==> config.mk <==
export PLATFORM = sky130hd
export DESIGN_NAME = lshq_quant
export DESIGN_NICKNAME = d
export VERILOG_FILES = /design/src/rtl/lshq_pkg.sv /design/src/rtl/lshq_quant.sv
export SDC_FILE = /design/constraint.sdc
export NUM_CORES = 1
export LEC_CHECK = 0
export BUFFER_PORTS_ARGS = -buffer_cell sky130_fd_sc_hd__buf_2
export CAP_MARGIN = 10
export CORE_UTILIZATION = 55
export CTS_BUF_LIST = sky130_fd_sc_hd__clkbuf_8 sky130_fd_sc_hd__clkbuf_16
export DETAILED_ROUTE_END_ITERATION = 8
export PLACE_DENSITY = 0.76
export SLEW_MARGIN = 20
export SYNTH_ARGS = -nofsm -noshare
export SYNTH_HDL_FRONTEND = slang
export SYNTH_SLANG_ARGS = --single-unit
==> constraint.sdc <==
create_clock -name aclk -period 13.8 [get_ports aclk]
set_clock_uncertainty 0.05 [all_clocks]
set_input_delay 2.76 -clock aclk [delete_from_list [all_inputs] [get_ports aclk]]
set_output_delay 2.76 -clock aclk [all_outputs]
set_load 0.01 [all_outputs]
==> src/rtl/lshq_pkg.sv <==
// lshq_pkg: shared constants, state and control types for the lsh projection quantizer
// used by lshq_mac, lshq_quant and lsh_projection_quantizer; depends on nothing

package lshq_pkg;

    localparam int NUM_PLANES_DEF   = 16;
    localparam int MAX_FEATURES_DEF = 256;
    localparam int PLANE_SLOTS      = 16;

    localparam int CODE_W       = 8;
    localparam int COEF_W       = 16;
    localparam int FEAT_W       = 17;
    localparam int FIDX_FIELD_W = 8;
    localparam int PLANE_W      = 4;
    localparam int CW_W         = 32;
    localparam int MCAND_W      = COEF_W + FEAT_W;

    localparam logic [CW_W-1:0] CW_RESET = 32'h0001_0000;

    // s_tdata layout, lowest bit first
    localparam int PLANE_LSB   = 0;
    localparam int FIDX_LSB    = PLANE_LSB + PLANE_W;
    localparam int COEF_LSB    = FIDX_LSB + FIDX_FIELD_W;
    localparam int FEAT_LSB    = COEF_LSB + COEF_W;
    localparam int S_FIELDS_W  = FEAT_LSB + FEAT_W;
    localparam int S_TDATA_W   = ((S_FIELDS_W + 7) / 8) * 8;
    localparam int M_TDATA_W   = PLANE_SLOTS * CODE_W;

    // serial divider: one quotient bit per cycle
    localparam int QUOT_BITS = 9;
    localparam int QCNT_W    = 4;
    localparam int POS_LIM   = 127;
    localparam int NEG_LIM   = 128;

    localparam logic [CODE_W-1:0] CODE_POS_MAX = 8'h7F;
    localparam logic [CODE_W-1:0] CODE_NEG_MAX = 8'h80;

    localparam logic ACT_COEF = 1'b0;
    localparam logic ACT_FEAT = 1'b1;

    typedef enum logic [2:0] {
        ST_IDLE,
        ST_MAC,
        ST_QSTART,
        ST_QWAIT,
        ST_DONE
    } lshq_state_t;

    typedef struct packed {
        logic load;
        logic shift;
        logic add;
        logic clear;
    } lshq_mac_ctl_t;

    typedef struct packed {
        logic              done;
        logic [CODE_W-1:0] code;
        logic              sat;
    } lshq_quant_res_t;

endpackage

==> src/rtl/lshq_quant.sv <==
// lshq_quant: serial restoring divider, trunc(2*|acc| / cell_width) clamped to a signed byte
// depends on lshq_pkg

module lshq_quant import lshq_pkg::*; #(
    parameter int ACC_W = 42
) (
    input  logic                    aclk,
    input  logic                    aresetn,
    input  logic                    start,
    input  logic signed [ACC_W-1:0] acc,
    input  logic [CW_W-1:0]         cell_width,
    output lshq_quant_res_t         res
);

    localparam int NUM_W = ACC_W + 1;
    localparam int DIV_W = CW_W + QUOT_BITS - 1;
    localparam int CMP_W = (NUM_W > DIV_W) ? NUM_W : DIV_W;

    logic                 busy_reg;
    logic [QCNT_W-1:0]    cnt_reg;
    logic [CMP_W-1:0]     rem_reg;
    logic [CMP_W-1:0]     dsh_reg;
    logic [QUOT_BITS-1:0] q_reg;
    logic                 neg_reg;
    logic                 zero_reg;
    lshq_quant_res_t      res_reg;

    logic [ACC_W-1:0]     mag;
    logic                 ge;
    logic [CMP_W-1:0]     diff;
    logic [QUOT_BITS-1:0] q_next;
    logic [CODE_W-1:0]    code;
    logic                 sat;

    assign mag    = acc[ACC_W-1] ? ACC_W'(~acc + 1'b1) : ACC_W'(acc);
    assign ge     = (rem_reg >= dsh_reg);
    assign diff   = rem_reg - dsh_reg;
    assign q_next = {q_reg[QUOT_BITS-2:0], ge};

    always_comb begin
        code = '0;
        sat  = 1'b0;
        if (zero_reg) begin
            code = '0;
        end else if (neg_reg) begin
            if (q_next > QUOT_BITS'(NEG_LIM)) begin
                code = CODE_NEG_MAX;
                sat  = 1'b1;
            end else begin
                code = CODE_W'(~q_next[CODE_W-1:0] + 1'b1);
            end
        end else begin
            if (q_next > QUOT_BITS'(POS_LIM)) begin
                code = CODE_POS_MAX;
                sat  = 1'b1;
            end else begin
                code = q_next[CODE_W-1:0];
            end
        end
    end

    always_ff @(posedge aclk) begin
        if (!aresetn) begin
            busy_reg <= 1'b0;
            res_reg  <= '0;
        end else begin
            res_reg.done <= busy_reg && !start && (cnt_reg == '0);
            if (start) begin
                busy_reg <= 1'b1;
                cnt_reg  <= QCNT_W'(QUOT_BITS - 1);
                rem_reg  <= CMP_W'({mag, 1'b0});
                dsh_reg  <= CMP_W'({cell_width, {(QUOT_BITS-1){1'b0}}});
                q_reg    <= '0;
                neg_reg  <= acc[ACC_W-1];
                zero_reg <= (acc == '0);
            end else if (busy_reg) begin
                if (ge) begin
                    rem_reg <= diff;
                end
                q_reg   <= q_next;
                dsh_reg <= dsh_reg >> 1;
                cnt_reg <= cnt_reg - 1'b1;
                if (cnt_reg == '0) begin
                    busy_reg     <= 1'b0;
                    res_reg.code <= code;
                    res_reg.sat  <= sat;
                end
            end
        end
    end

    assign res = res_reg;

endmodule

Word level (Yosys, flattened, before mapping)
Index checks and enable logic that the tools add are counted.
W data, S select, Z words.
{"block": "totals", "regBits": 110, "input_bits": 77, "out_inout_bits": 10, "elab_cells": 52}
{"block": "op_classes", "n_addsub": 4, "n_lt_le_gt_ge": 3, "n_mux": 19, "bitwise_logic": 3, "n_reduce_logical": 11}
{"operator": "$mux W43", "n": 3}
{"operator": "$mux W42", "n": 2}
{"operator": "$ge A43 B42 Y1", "n": 1}
{"operator": "$sub A43 B42 Y43", "n": 1}
{"operator": "$add A42 B1 Y42 const B", "n": 1}
{"operator": "$logic_not A42 Y1", "n": 1}
{"operator": "$not A42 Y42", "n": 1}
{"operator": "$mux W40", "n": 1}
{"operator": "$mux W8", "n": 5}
{"operator": "$gt A9 B7 Y1 const B", "n": 1}
{"operator": "$gt A9 B8 Y1 const B", "n": 1}
{"operator": "$add A8 B1 Y8 const B", "n": 1}
{"operator": "$not A8 Y8", "n": 1}
{"operator": "$mux W1", "n": 7}
{"operator": "$reduce_and A3 Y1", "n": 2}
{"operator": "$logic_not A4 Y1", "n": 1}
{"operator": "$mux W4", "n": 1}
{"operator": "$reduce_and A2 Y1", "n": 2}
{"operator": "$reduce_bool A2 Y1", "n": 2}
{"operator": "$sub A4 B1 Y4 const B", "n": 1}
{"operator": "$logic_and A1 B1 Y1", "n": 2}
{"operator": "$logic_not A1 Y1", "n": 1}
{"operator": "$not A1 Y1", "n": 1}

Depth between registers and ports, before layout
Gate-level depths: netlist (run 1).
{"block": "logic_depth", "depth_word": 6, "depth_mapped": 19, "ltp_nobuf": 17}

Worst setup path before layout (run 1)
Ideal clock, no wire load.
{"block": "synth_timing", "kind": "in2reg", "from": "input start", "to": "register rem_reg[0] (enable)", "arrival_time_ps": 5313, "required_ps": 13307, "path_slack_ps": 7994, "stages": 4, "n_path_buf": 2, "cell_sequence": "clkbuf_1 > clkbuf_1 > o21ai_0 > nor2_1"}
{"block": "synth_between", "elab_chain_len": 2}
{"element": "start, declared", "line": "lshq_quant.sv:9", "rtl": "input logic start,"}
{"element": "$reduce_bool A2 Y1 (no source line)"}
{"element": "$reduce_and A3 Y1 (no source line) (*)"}
{"element": "end signal, assigned", "line": "lshq_quant.sv:71", "rtl": "rem_reg <= CMP_W'({mag, 1'b0});"}
{"element": "end signal, assigned", "line": "lshq_quant.sv:78", "rtl": "rem_reg <= diff;"}
{"element": "end, declared", "line": "lshq_quant.sv:21", "rtl": "logic [CMP_W-1:0] rem_reg;"}
Every way passes the cells marked *; elsewhere a longest branch is shown, timed or not.
A chain may end at the register's enable or synchronous reset.

Final worst setup path (run 1)
{"block": "layout_timing", "from": "input acc[1]", "to": "register rem_reg[41], data pin"}
{"block": "layout_between", "elab_chain_len": 4}
{"element": "start, declared", "line": "lshq_quant.sv:10", "rtl": "input logic signed [ACC_W-1:0] acc,"}
{"element": "$not A42 Y42", "line": "lshq_quant.sv:35", "rtl": "assign mag = acc[ACC_W-1] ? ACC_W'(~acc + 1'b1) : ACC_W'(acc);"}
{"element": "$add A42 B1 Y42", "line": "lshq_quant.sv:35"}
{"element": "$mux W42", "line": "lshq_quant.sv:35"}
{"element": "$mux W43", "line": "lshq_quant.sv:68", "rtl": "if (start) begin"}
No other way between the ends.

==> impl_metrics.csv, run 1 <==
group,metric,value,unit
timing,timing.max_slew.rel_slack,0.336,
layout,finalNonFillerCells,1149,
place,place.gp.congestion,0.905,
cts,clock_latency,0.37,ns
pwr,worst_ir_drop_vdd,0.0661,mV
detailed_routing,number_of_drc_violations_after_detailed_routing_iteration_0,579,
setup_path,critPathKind,"in2reg",
timing,setup_tns,0,ns
yosys,share_of_synthesized_registers_carrying_an_async_set_or_reset,0,
setup_path,crit_fanout,7,
layout,area_growth_syn_to_layout,9.93,%
cts,number_of_buffers_added_for_setup_after_cts,0,
job,cap_violations,0,
detailed_routing,via_count_of_the_routed_design,6864,
layout,finish.utilization,0.622,
timing,final.period_utilization,0.414,
yosys,synth_top_cells_by_area,"sky130_fd_sc_hd__edfxtp_1 37%, sky130_fd_sc_hd__ha_1 7.0%, sky130_fd_sc_hd__o21ai_0 6.6%",
yosys,number_of_flops_mapped_to_enable_cells_by_yosys,97,
yosys,syn-mean-instance-area,8.67,µm²
die,core,13900,µm²
cts,clock_sink_count,108,
die,num_io_pins,87,
timing,setup_viol,0,
timing,final_period_minus_worst_setup_slack,5.71,ns
status,outcome,"completed",
cts,tritoncts,"done",
timing,worst-slew-pin-transition,0.995,ns
cts,clock_tree.buffer_depth,2,
timing,rsz0062_at_grt,"no",
place,pre_cts_ws,7.73,ns
yosys,synth_ff_type,"sky130_fd_sc_hd__edfxtp_1",
die,initial_utilization,0.566,
timing,hold-worst-slack,0.404,ns
yosys,ys_seq_area_frac,0.397,
yosys,synth.yosys.warnings,0,
global_routing,grt_antenna_before_repair,0,
yosys,synthCells,909,
timing,finalMaxSlewViolations,0,
layout,fillerInstances,1251,
cts,cts-htree-levels,3,
detailed_routing,detail_route.drc_violations,0,
die,die_area,14800,µm²
place,place.detailed.hpwl,14000,µm
setup_path,setup.worst_path.end_class,"flop",
layout,multi_input_comb_area,4350,µm²
cts,cts.repair.resized,0,
setup_path,worst_ep_arrival_time,5.78,ns
global_routing,grt_pass1_vias,6189,
pwr,static-leakage-power,0.00340,µW
die,floorplan.die.height,122,µm
die,rows,43,
detailed_routing,totalWireLength,19100,µm
pwr,total_power_per_unit_cell_area,108,nW/µm²
min_path,hold_class,"reg2reg",
yosys,netlist_area,7890,µm²
place,portBuffers,86,
layout,regArea,3130,µm²
cts,holdBufCountCts,0,
yosys,netlist_top_cells_count,"121 x sky130_fd_sc_hd__nand2_1, 104 x sky130_fd_sc_hd__o21ai_0, 97 x sky130_fd_sc_hd__edfxtp_1",
detailed_routing,route.detailed.vias_per_inst,5.97,
yosys,yosysTopAreaCell,"sky130_fd_sc_hd__edfxtp_1",
layout,total_number_of_nets_in_the_final_design,1086,
yosys,syn-num-nets,1031,
global_routing,grt-ovfl-total,0,
layout,layout-drive-gt1-share,0.118,
global_routing,grt_max_degree,115,
timing,clock.fmax,175,MHz
yosys,yosys_register_bits,108,
detailed_routing,final_antenna_net_count,0,
cts,cts_inserted_buffers,9,
timing,hold_violations,0,
cts,clock_tree.root_cell,"sky130_fd_sc_hd__clkbuf_16",
setup_path,cp.required,13.88,ns
global_routing,grt_first_pass_wirelength,31000,µm
detailed_routing,drt-wirelength-per-cell,16.6,µm
place,dpl.cell_count,1133,
yosys,post-synth-top-area-fraction,0.369,
layout,flip_flop_count_of_the_largest_register_all_copies_and_words_added,43,
layout,antennaDiodeCount,0,
cts,clk_transition_reported_paths,0.07,ns
yosys,synthMostInstantiatedCell,"sky130_fd_sc_hd__nand2_1",
yosys,yosysUniqueCellTypes,63,
timing,postLayoutSetupSlackWorst,8.09,ns
detailed_routing,detailedRoute.firstPassIterationCount,5,
setup_path,critical_path.startpoint_type,"input pin",
global_routing,grt_util_all_layers,0.271,
die,die_width,122,µm
## final timing paths
check | startpoint | to | slack [ns] | depth (start not counted)
worst max-delay path | acc[1] | rem_reg[41] | 8.09 | 11
worst min-delay path | res[4] | res[4] | 0.40 | 2
worst max register to register | dsh_reg[1] | res[3] | 9.45 | 17
worst min register to register | res[4] | res[4] | 0.40 | 2
## placed cells by master, fill, tap and decap left out, drive strengths merged, types with 3 or more instances in the layout
cell type and count:
a211oi 11, a2111oi 3, nor4b 3, nand3 5
a21o 8, a31oi 3, nor2 61, buf 89
dfxtp 11, o31ai 27, nand2 121, o41ai 6
o21bai 7, o21ai 106, o21a 7, clkbuf 9
or3 16, nand4 20, clkinvlp 3, or2 3
a221oi 3, edfxtp 97, or4 4, xnor2 48
nand4b 4, nor4 6, nand3b 3, xor2 28
inv 65, a21oi 75, and3 3, ha 44
nor2b 11, and2 5, nor3 15, nand2b 8
## metal layers
layer	vias up	routed length, µm	global-route usage
met4	0	383	0.0810
met5	-	0	0
met1	3213	8740	0.375
li1	3398	-	-
met3	33	1220	0.0524
met2	220	8730	0.431
## logic make-up after synthesis
logic type / after synthesis / share of synthesized area
AND/OR/NAND/NOR: 296 / 0.182
AO/OA/AOI/OAI: 274 / 0.210
buffers and inverters: 108 / 0.0520
flip-flops: 108 / 0.397
XOR/XNOR: 76 / 0.0844
adder cells (fa/ha/maj): 45 / 0.0724
multiplexers: 2 / 0.00254
## worst max-delay path, stage by stage
cell	delay (ns)
sky130_fd_sc_hd__buf_2	0.12
sky130_fd_sc_hd__inv_1	0.06
sky130_fd_sc_hd__ha_1	0.17
sky130_fd_sc_hd__or4b_1	0.56
sky130_fd_sc_hd__nand3b_1	0.41
sky130_fd_sc_hd__or3_1	0.60
sky130_fd_sc_hd__or3_4	0.46
sky130_fd_sc_hd__o31ai_2	0.24
sky130_fd_sc_hd__xor2_1	0.16
sky130_fd_sc_hd__nand2_1	0.07
sky130_fd_sc_hd__o31a_1	0.14
## per-stage QoR
step / power [µW] / area, µm²
2_1_floorplan: 620 / 7890
3_3_place_gp: 689 / 8400
3_5_place_dp: 694 / 8400
4_1_cts: 939 / 8670
5_1_grt: 990 / 8670
6_report: 939 / 8670
## area by class of cell
type / instances / share of cell area
sequential: 108 / 0.361
clock inverter: 7 / 0.00505
clock buffer: 9 / 0.0260
inverter: 63 / 0.0273
tap: 180 / 0.0260
multi-input combinational: 693 / 0.502
timing repair buffer: 89 / 0.0525
## report_power, final
group / leakage, µW / internal [µW] / switching, µW / total, µW
clock: 0.000127 / 122 / 125 / 247
combinational: 0.00226 / 111 / 178 / 289
sequential: 0.00102 / 392 / 11.2 / 404
No activity file was read; power rests on OpenSTA's default activity.
==> run 2: changes to the inputs <==
Clock period 13.8 ns to 5.29 ns, I/O delays scaled along.
==> run 2 against run 1 <==
- combinational power rose to 2.6 times the previous value
- critical path depth up 5
- worst hold slack better by 0.0015 ns
==> impl_metrics.csv, run 2 (synthesis gave the netlist of run 1 again) <==
group,metric,value,unit
status,outcome,"completed",
cts,clock_tree.root_cell,"sky130_fd_sc_hd__clkbuf_16",
place,pre_cts_ws,0.993,ns
die,rows,43,
cts,clock_tree.buffer_depth,2,
setup_path,cp.required,5.51,ns
cts,cts_inserted_buffers,9,
layout,layout-drive-gt1-share,0.119,
layout,finalNonFillerCells,1148,
place,place.gp.congestion,0.918,
place,place.detailed.hpwl,14200,µm
die,initial_utilization,0.566,
die,die_area,14800,µm²
cts,holdBufCountCts,0,
timing,clock.fmax,238,MHz
timing,final.period_utilization,0.793,
setup_path,setup.worst_path.end_class,"flop",
timing,finalMaxSlewViolations,0,
setup_path,reg2regPathDepth,16,
die,floorplan.die.height,122,µm
die,die_width,122,µm
min_path,hold_class,"reg2reg",
timing,hold_violations,0,
global_routing,grt_first_pass_wirelength,31100,µm
detailed_routing,drt-wirelength-per-cell,16.7,µm
setup_path,crit_fanout,8,
timing,postLayoutSetupSlackWorst,1.09,ns
layout,total_number_of_nets_in_the_final_design,1085,
detailed_routing,final_antenna_net_count,0,
layout,area_growth_syn_to_layout,10.2,%
job,cap_violations,0,
pwr,post-layout-total-power,2490,µW
detailed_routing,detailedRoute.firstPassIterationCount,5,
pwr,clock_power_share,0.273,
cts,cts.repair.resized,0,
cts,tritoncts,"done",
setup_path,critPathKind,"reg2reg",
detailed_routing,via_count_of_the_routed_design,6826,
detailed_routing,number_of_drc_violations_after_detailed_routing_iteration_0,547,
setup_path,critical_path.reg2reg.startpoint,"rem_reg[18]",
layout,multi_input_comb_area,4350,µm²
cts,clk_transition_reported_paths,0.07,ns
detailed_routing,route.detailed.vias_per_inst,5.95,
pwr,share_seq_of_total_power,0.423,
pwr,p_sw,823,µW
detailed_routing,totalWireLength,19200,µm
setup_path,worst_ep_arrival_time,4.41,ns
timing,timing.max_slew.rel_slack,0.351,
timing,rsz0062_at_grt,"no",
cts,clock_sink_count,108,
global_routing,grt_max_degree,108,
pwr,static-leakage-power,0.00341,µW
layout,fillerInstances,1241,
cts,clock_latency,0.36,ns
place,portBuffers,86,
global_routing,grt_antenna_before_repair,0,
timing,setup_viol,0,
pwr,switching_share,0.331,
timing,setup_tns,0,ns
pwr,internal_power_summed_over_all_cells,1660,µW
die,num_io_pins,87,
pwr,worst_ir_drop_vdd,0.175,mV
detailed_routing,detail_route.drc_violations,0,
min_path,hold_depth,2,
timing,final_period_minus_worst_setup_slack,4.20,ns
layout,mostFrequentLayoutCell,"sky130_fd_sc_hd__nand2_1",
pwr,power_share_of_the_combinational_group,0.304,
global_routing,grt_util_all_layers,0.271,
die,core,13900,µm²
cts,cts-htree-levels,3,
layout,finish.utilization,0.624,
layout,flip_flop_count_of_the_largest_register_all_copies_and_words_added,43,
place,dpl.cell_count,1132,
cts,number_of_buffers_added_for_setup_after_cts,0,
layout,antennaDiodeCount,0,
setup_path,crit_start,"rem_reg[18]",
timing,worst-slew-pin-transition,0.973,ns
layout,regArea,3130,µm²
layout,layout_common_cells,"121 x sky130_fd_sc_hd__nand2_1, 104 x sky130_fd_sc_hd__o21ai_0, 97 x sky130_fd_sc_hd__edfxtp_1",
setup_path,critical_path.startpoint_type,"flop",
pwr,total_power_per_unit_cell_area,286,nW/µm²
min_path,worst_hold_startpoint,"res[0]",
global_routing,grt-ovfl-total,0,
global_routing,grt_pass1_vias,6337,
==> run 2: worst max-delay path: stages, from the launching register on <==
cell,delay [ns]
sky130_fd_sc_hd__edfxtp_1,0.37
sky130_fd_sc_hd__ha_1,0.41
sky130_fd_sc_hd__a21oi_1,0.26
sky130_fd_sc_hd__o21ai_0,0.14
sky130_fd_sc_hd__a21oi_1,0.19
sky130_fd_sc_hd__nor3b_1,0.45
sky130_fd_sc_hd__a21oi_1,0.23
sky130_fd_sc_hd__nand2b_1,0.33
sky130_fd_sc_hd__inv_1,0.14
sky130_fd_sc_hd__ha_1,0.20
sky130_fd_sc_hd__nand2_1,0.10
sky130_fd_sc_hd__or3_1,0.38
sky130_fd_sc_hd__o21ai_0,0.17
sky130_fd_sc_hd__a21oi_1,0.09
sky130_fd_sc_hd__nor3_1,0.17
sky130_fd_sc_hd__nand2_1,0.16
sky130_fd_sc_hd__o31ai_1,0.28
==> run 2: metal layers <==
metal  part of all wire  vias to the layer above  GRT usage
li1                   -                     3401          -
met1               0.45                     3180      0.372
met2               0.47                      220      0.438
met3              0.066                       25     0.0515
met4              0.017                        0     0.0725
met5                  0                        -          0
==> run 2: through the flow <==
step | hold WS [ns] | cell area, µm²
2_1_floorplan | 0.426 | 7890
3_5_place_dp | 0.386 | 8390
6_report | 0.406 | 8690
3_3_place_gp | 0.385 | 8390
4_1_cts | 0.407 | 8690
5_1_grt | 0.418 | 8690
==> run 2: path summary, 6_finish.rpt <==
path | end | slack (ns)
worst max register to register | res[3] | 1.09
worst min register to register | res[0] | 0.41
worst max-delay path | res[3] | 1.09
worst min-delay path | res[0] | 0.41
==> run 2: layout make-up <==
| type | instances | share of cell area |
|---|---|---|
| multi-input combinational | 693 | 0.501 |
| clock buffer | 10 | 0.0288 |
| inverter | 63 | 0.0274 |
| clock inverter | 6 | 0.00533 |
| timing repair buffer | 88 | 0.0515 |
| tap | 180 | 0.0259 |
| sequential | 108 | 0.361 |
==> run 2: power groups by stage <==
stage	combinational [µW]	clock (µW)	sequential, µW
after floorplan	554	0	1060
final	756	679	1050
after detailed placement	740	0	1070
after global routing	845	721	1060
after global placement	731	0	1070
after CTS	746	695	1050
==> run 3: changes to the inputs <==
Settings changed: CORE_UTILIZATION 55 to 54, PLACE_DENSITY 0.76 to 0.77.
Clock period 5.29 ns to 3.36 ns, I/O delays scaled along.
==> run 3 against run 2 <==
- register-to-register slack got worse by 1.1 ns
- final cell count rose by 9.1%
- first-iteration DRC count up 6.8%
- die area is 1.8% higher
- final area grew 13%
- via count up 8.9%
- sequential power increased by 59%
- routed wire length is 11% higher
- setup slack got worse by 1.1 ns
- largest power group unchanged
- sequential cell count stayed put
- largest cell class unchanged
==> impl_metrics.csv, run 3 (synthesis gave the netlist of run 1 again) <==
group,metric,value,unit
cts,tritoncts,"done",
setup_path,setup.worst_path.end_class,"flop",
cts,holdBufCountCts,0,
die,num_io_pins,87,
cts,cts_inserted_buffers,9,
die,rows,43,
layout,layout.cell_area.non_filler,9810,µm²
pwr,total_power_per_unit_cell_area,428,nW/µm²
layout,antennaDiodeCount,0,
detailed_routing,detailedRoute.firstPassIterationCount,5,
detailed_routing,route.detailed.vias_per_inst,5.93,
timing,final.period_utilization,0.989,
setup_path,critical_path.startpoint_type,"flop",
layout,layout-drive-gt1-share,0.258,
die,floorplan.die.height,123,µm
cts,clock_sink_count,108,
min_path,hold_class,"reg2reg",
detailed_routing,via_count_of_the_routed_design,7436,
timing,final_period_minus_worst_setup_slack,3.32,ns
layout,flip_flop_count_of_the_largest_register_all_copies_and_words_added,43,
timing,clock.fmax,301,MHz
layout,area_growth_syn_to_layout,24.4,%
timing,rsz0062_at_grt,"yes",
setup_path,worst_ep_arrival_time,3.57,ns
global_routing,grt_max_degree,83,
detailed_routing,number_of_drc_violations_after_detailed_routing_iteration_0,584,
global_routing,grt_first_pass_wirelength,33700,µm
detailed_routing,drt-wirelength-per-cell,17.1,µm
place,place.gp.congestion,0.930,
layout,layout_common_cells,"118 x sky130_fd_sc_hd__nand2_1, 107 x sky130_fd_sc_hd__buf_4, 97 x sky130_fd_sc_hd__edfxtp_1",
detailed_routing,totalWireLength,21400,µm
die,initial_utilization,0.562,
job,cap_violations,0,
global_routing,grt_antenna_before_repair,0,
setup_path,crit_fanout,5,
timing,timing.max_slew.rel_slack,0.470,
place,portBuffers,86,
cts,clk_transition_reported_paths,0.07,ns
place,pre_cts_ws,-0.177,ns
die,core,14000,µm²
setup_path,cp.required,3.61,ns
global_routing,grt_util_all_layers,0.289,
die,die_width,123,µm
timing,setup_tns,0,ns
cts,clock_tree.buffer_depth,2,
timing,setup_viol,0,
status,outcome,"completed",
detailed_routing,final_antenna_net_count,0,
pwr,worst_ir_drop_vdd,0.338,mV
layout,mostFrequentLayoutCell,"sky130_fd_sc_hd__nand2_1",
pwr,static-leakage-power,0.00396,µW
global_routing,grt-ovfl-total,0,
layout,total_number_of_nets_in_the_final_design,1190,
layout,fillerInstances,1118,
global_routing,grt_pass1_vias,7012,
timing,worst-slew-pin-transition,0.795,ns
detailed_routing,detail_route.drc_violations,0,
timing,hold_violations,0,
timing,finalMaxSlewViolations,0,
place,dpl_cell_area,9060,µm²
layout,finish.utilization,0.698,
die,die_area,15100,µm²
cts,cts-htree-levels,3,
cts,clock_tree.root_cell,"sky130_fd_sc_hd__clkbuf_16",
pwr,post-layout-total-power,4200,µW
place,place.detailed.hpwl,15200,µm
setup_path,critPathKind,"reg2reg",
timing,postLayoutSetupSlackWorst,0.0356,ns
cts,clock_latency,0.36,ns
-- run 3: changes by cell type in the layout (fill, tap and decap cells not counted), sizes merged --
cell,before,now
clkbuf,10,9
inv,63,67
buf,88,193
clkinv,4,1
-- run 3: repair_timing --
item / 4_1_cts / 5_1_grt
pin swaps: 10 / 28
gates resized for setup: 21 / 53
endpoints found under the hold margin: 0 / 0
buffers inserted: 12 / 11
setup endpoints to repair: 10 / 12
-- run 3: layout make-up --
class | instances | area, µm² | area share
clock buffers | 9 | 225 | 0.0230
clock inverters | 7 | 38.8 | 0.00395
inverters | 63 | 239 | 0.0244
multi-input cells | 693 | 4700 | 0.479
flip-flops and latches | 108 | 3130 | 0.319
well taps | 180 | 225 | 0.0230
repair buffers | 193 | 1250 | 0.127
-- run 3: layer usage --
metal  vias to the layer above  wire, µm  GRT usage
met5                         -         0          0
met1                      3478      9370      0.382
met2                       290     10100      0.468
met4                         0       607      0.126
met3                        55      1320     0.0437
li1                       3613         -          -
-- run 3: path summary, 6_finish.rpt --
kind	from	to	slack [ns]	cells past startpoint
worst max-delay path	dsh_reg[8]	res[7]	0.04	17
worst min-delay path	res[0]	res[0]	0.40	2
worst max register to register	dsh_reg[8]	res[7]	0.04	17
worst min register to register	res[0]	res[0]	0.40	2
-- run 3: worst max-delay path, cell delays in order, from the launching register on --
cell and delay (ns):
sky130_fd_sc_hd__edfxtp_1 0.39, sky130_fd_sc_hd__inv_2 0.10, sky130_fd_sc_hd__ha_4 0.20, sky130_fd_sc_hd__a21oi_1 0.18
sky130_fd_sc_hd__o21ai_2 0.11, sky130_fd_sc_hd__a31o_2 0.28, sky130_fd_sc_hd__o21ai_2 0.19, sky130_fd_sc_hd__a21oi_2 0.10
sky130_fd_sc_hd__nand2b_4 0.16, sky130_fd_sc_hd__inv_4 0.06, sky130_fd_sc_hd__ha_4 0.14, sky130_fd_sc_hd__nand2_4 0.04
sky130_fd_sc_hd__or3_4 0.42, sky130_fd_sc_hd__nand2_1 0.09, sky130_fd_sc_hd__nand2_1 0.06, sky130_fd_sc_hd__a2111oi_1 0.51
sky130_fd_sc_hd__a21oi_1 0.08, sky130_fd_sc_hd__nor2_1 0.10
-- run 3: power breakdown --
part           switching [µW]  total, µW  internal (µW)
combinational             857       1530            675
sequential               54.0       1670           1610
clock                     506       1000            495
total                    1420       4200           2780
-- run 3: per-stage QoR --
step | hold WS [ns] | cells
floorplan | 0.426 | 909
global placement | 0.382 | 1214
detailed placement | 0.390 | 1214
CTS | 0.404 | 1242
global route | 0.433 | 1253
finish | 0.404 | 1253
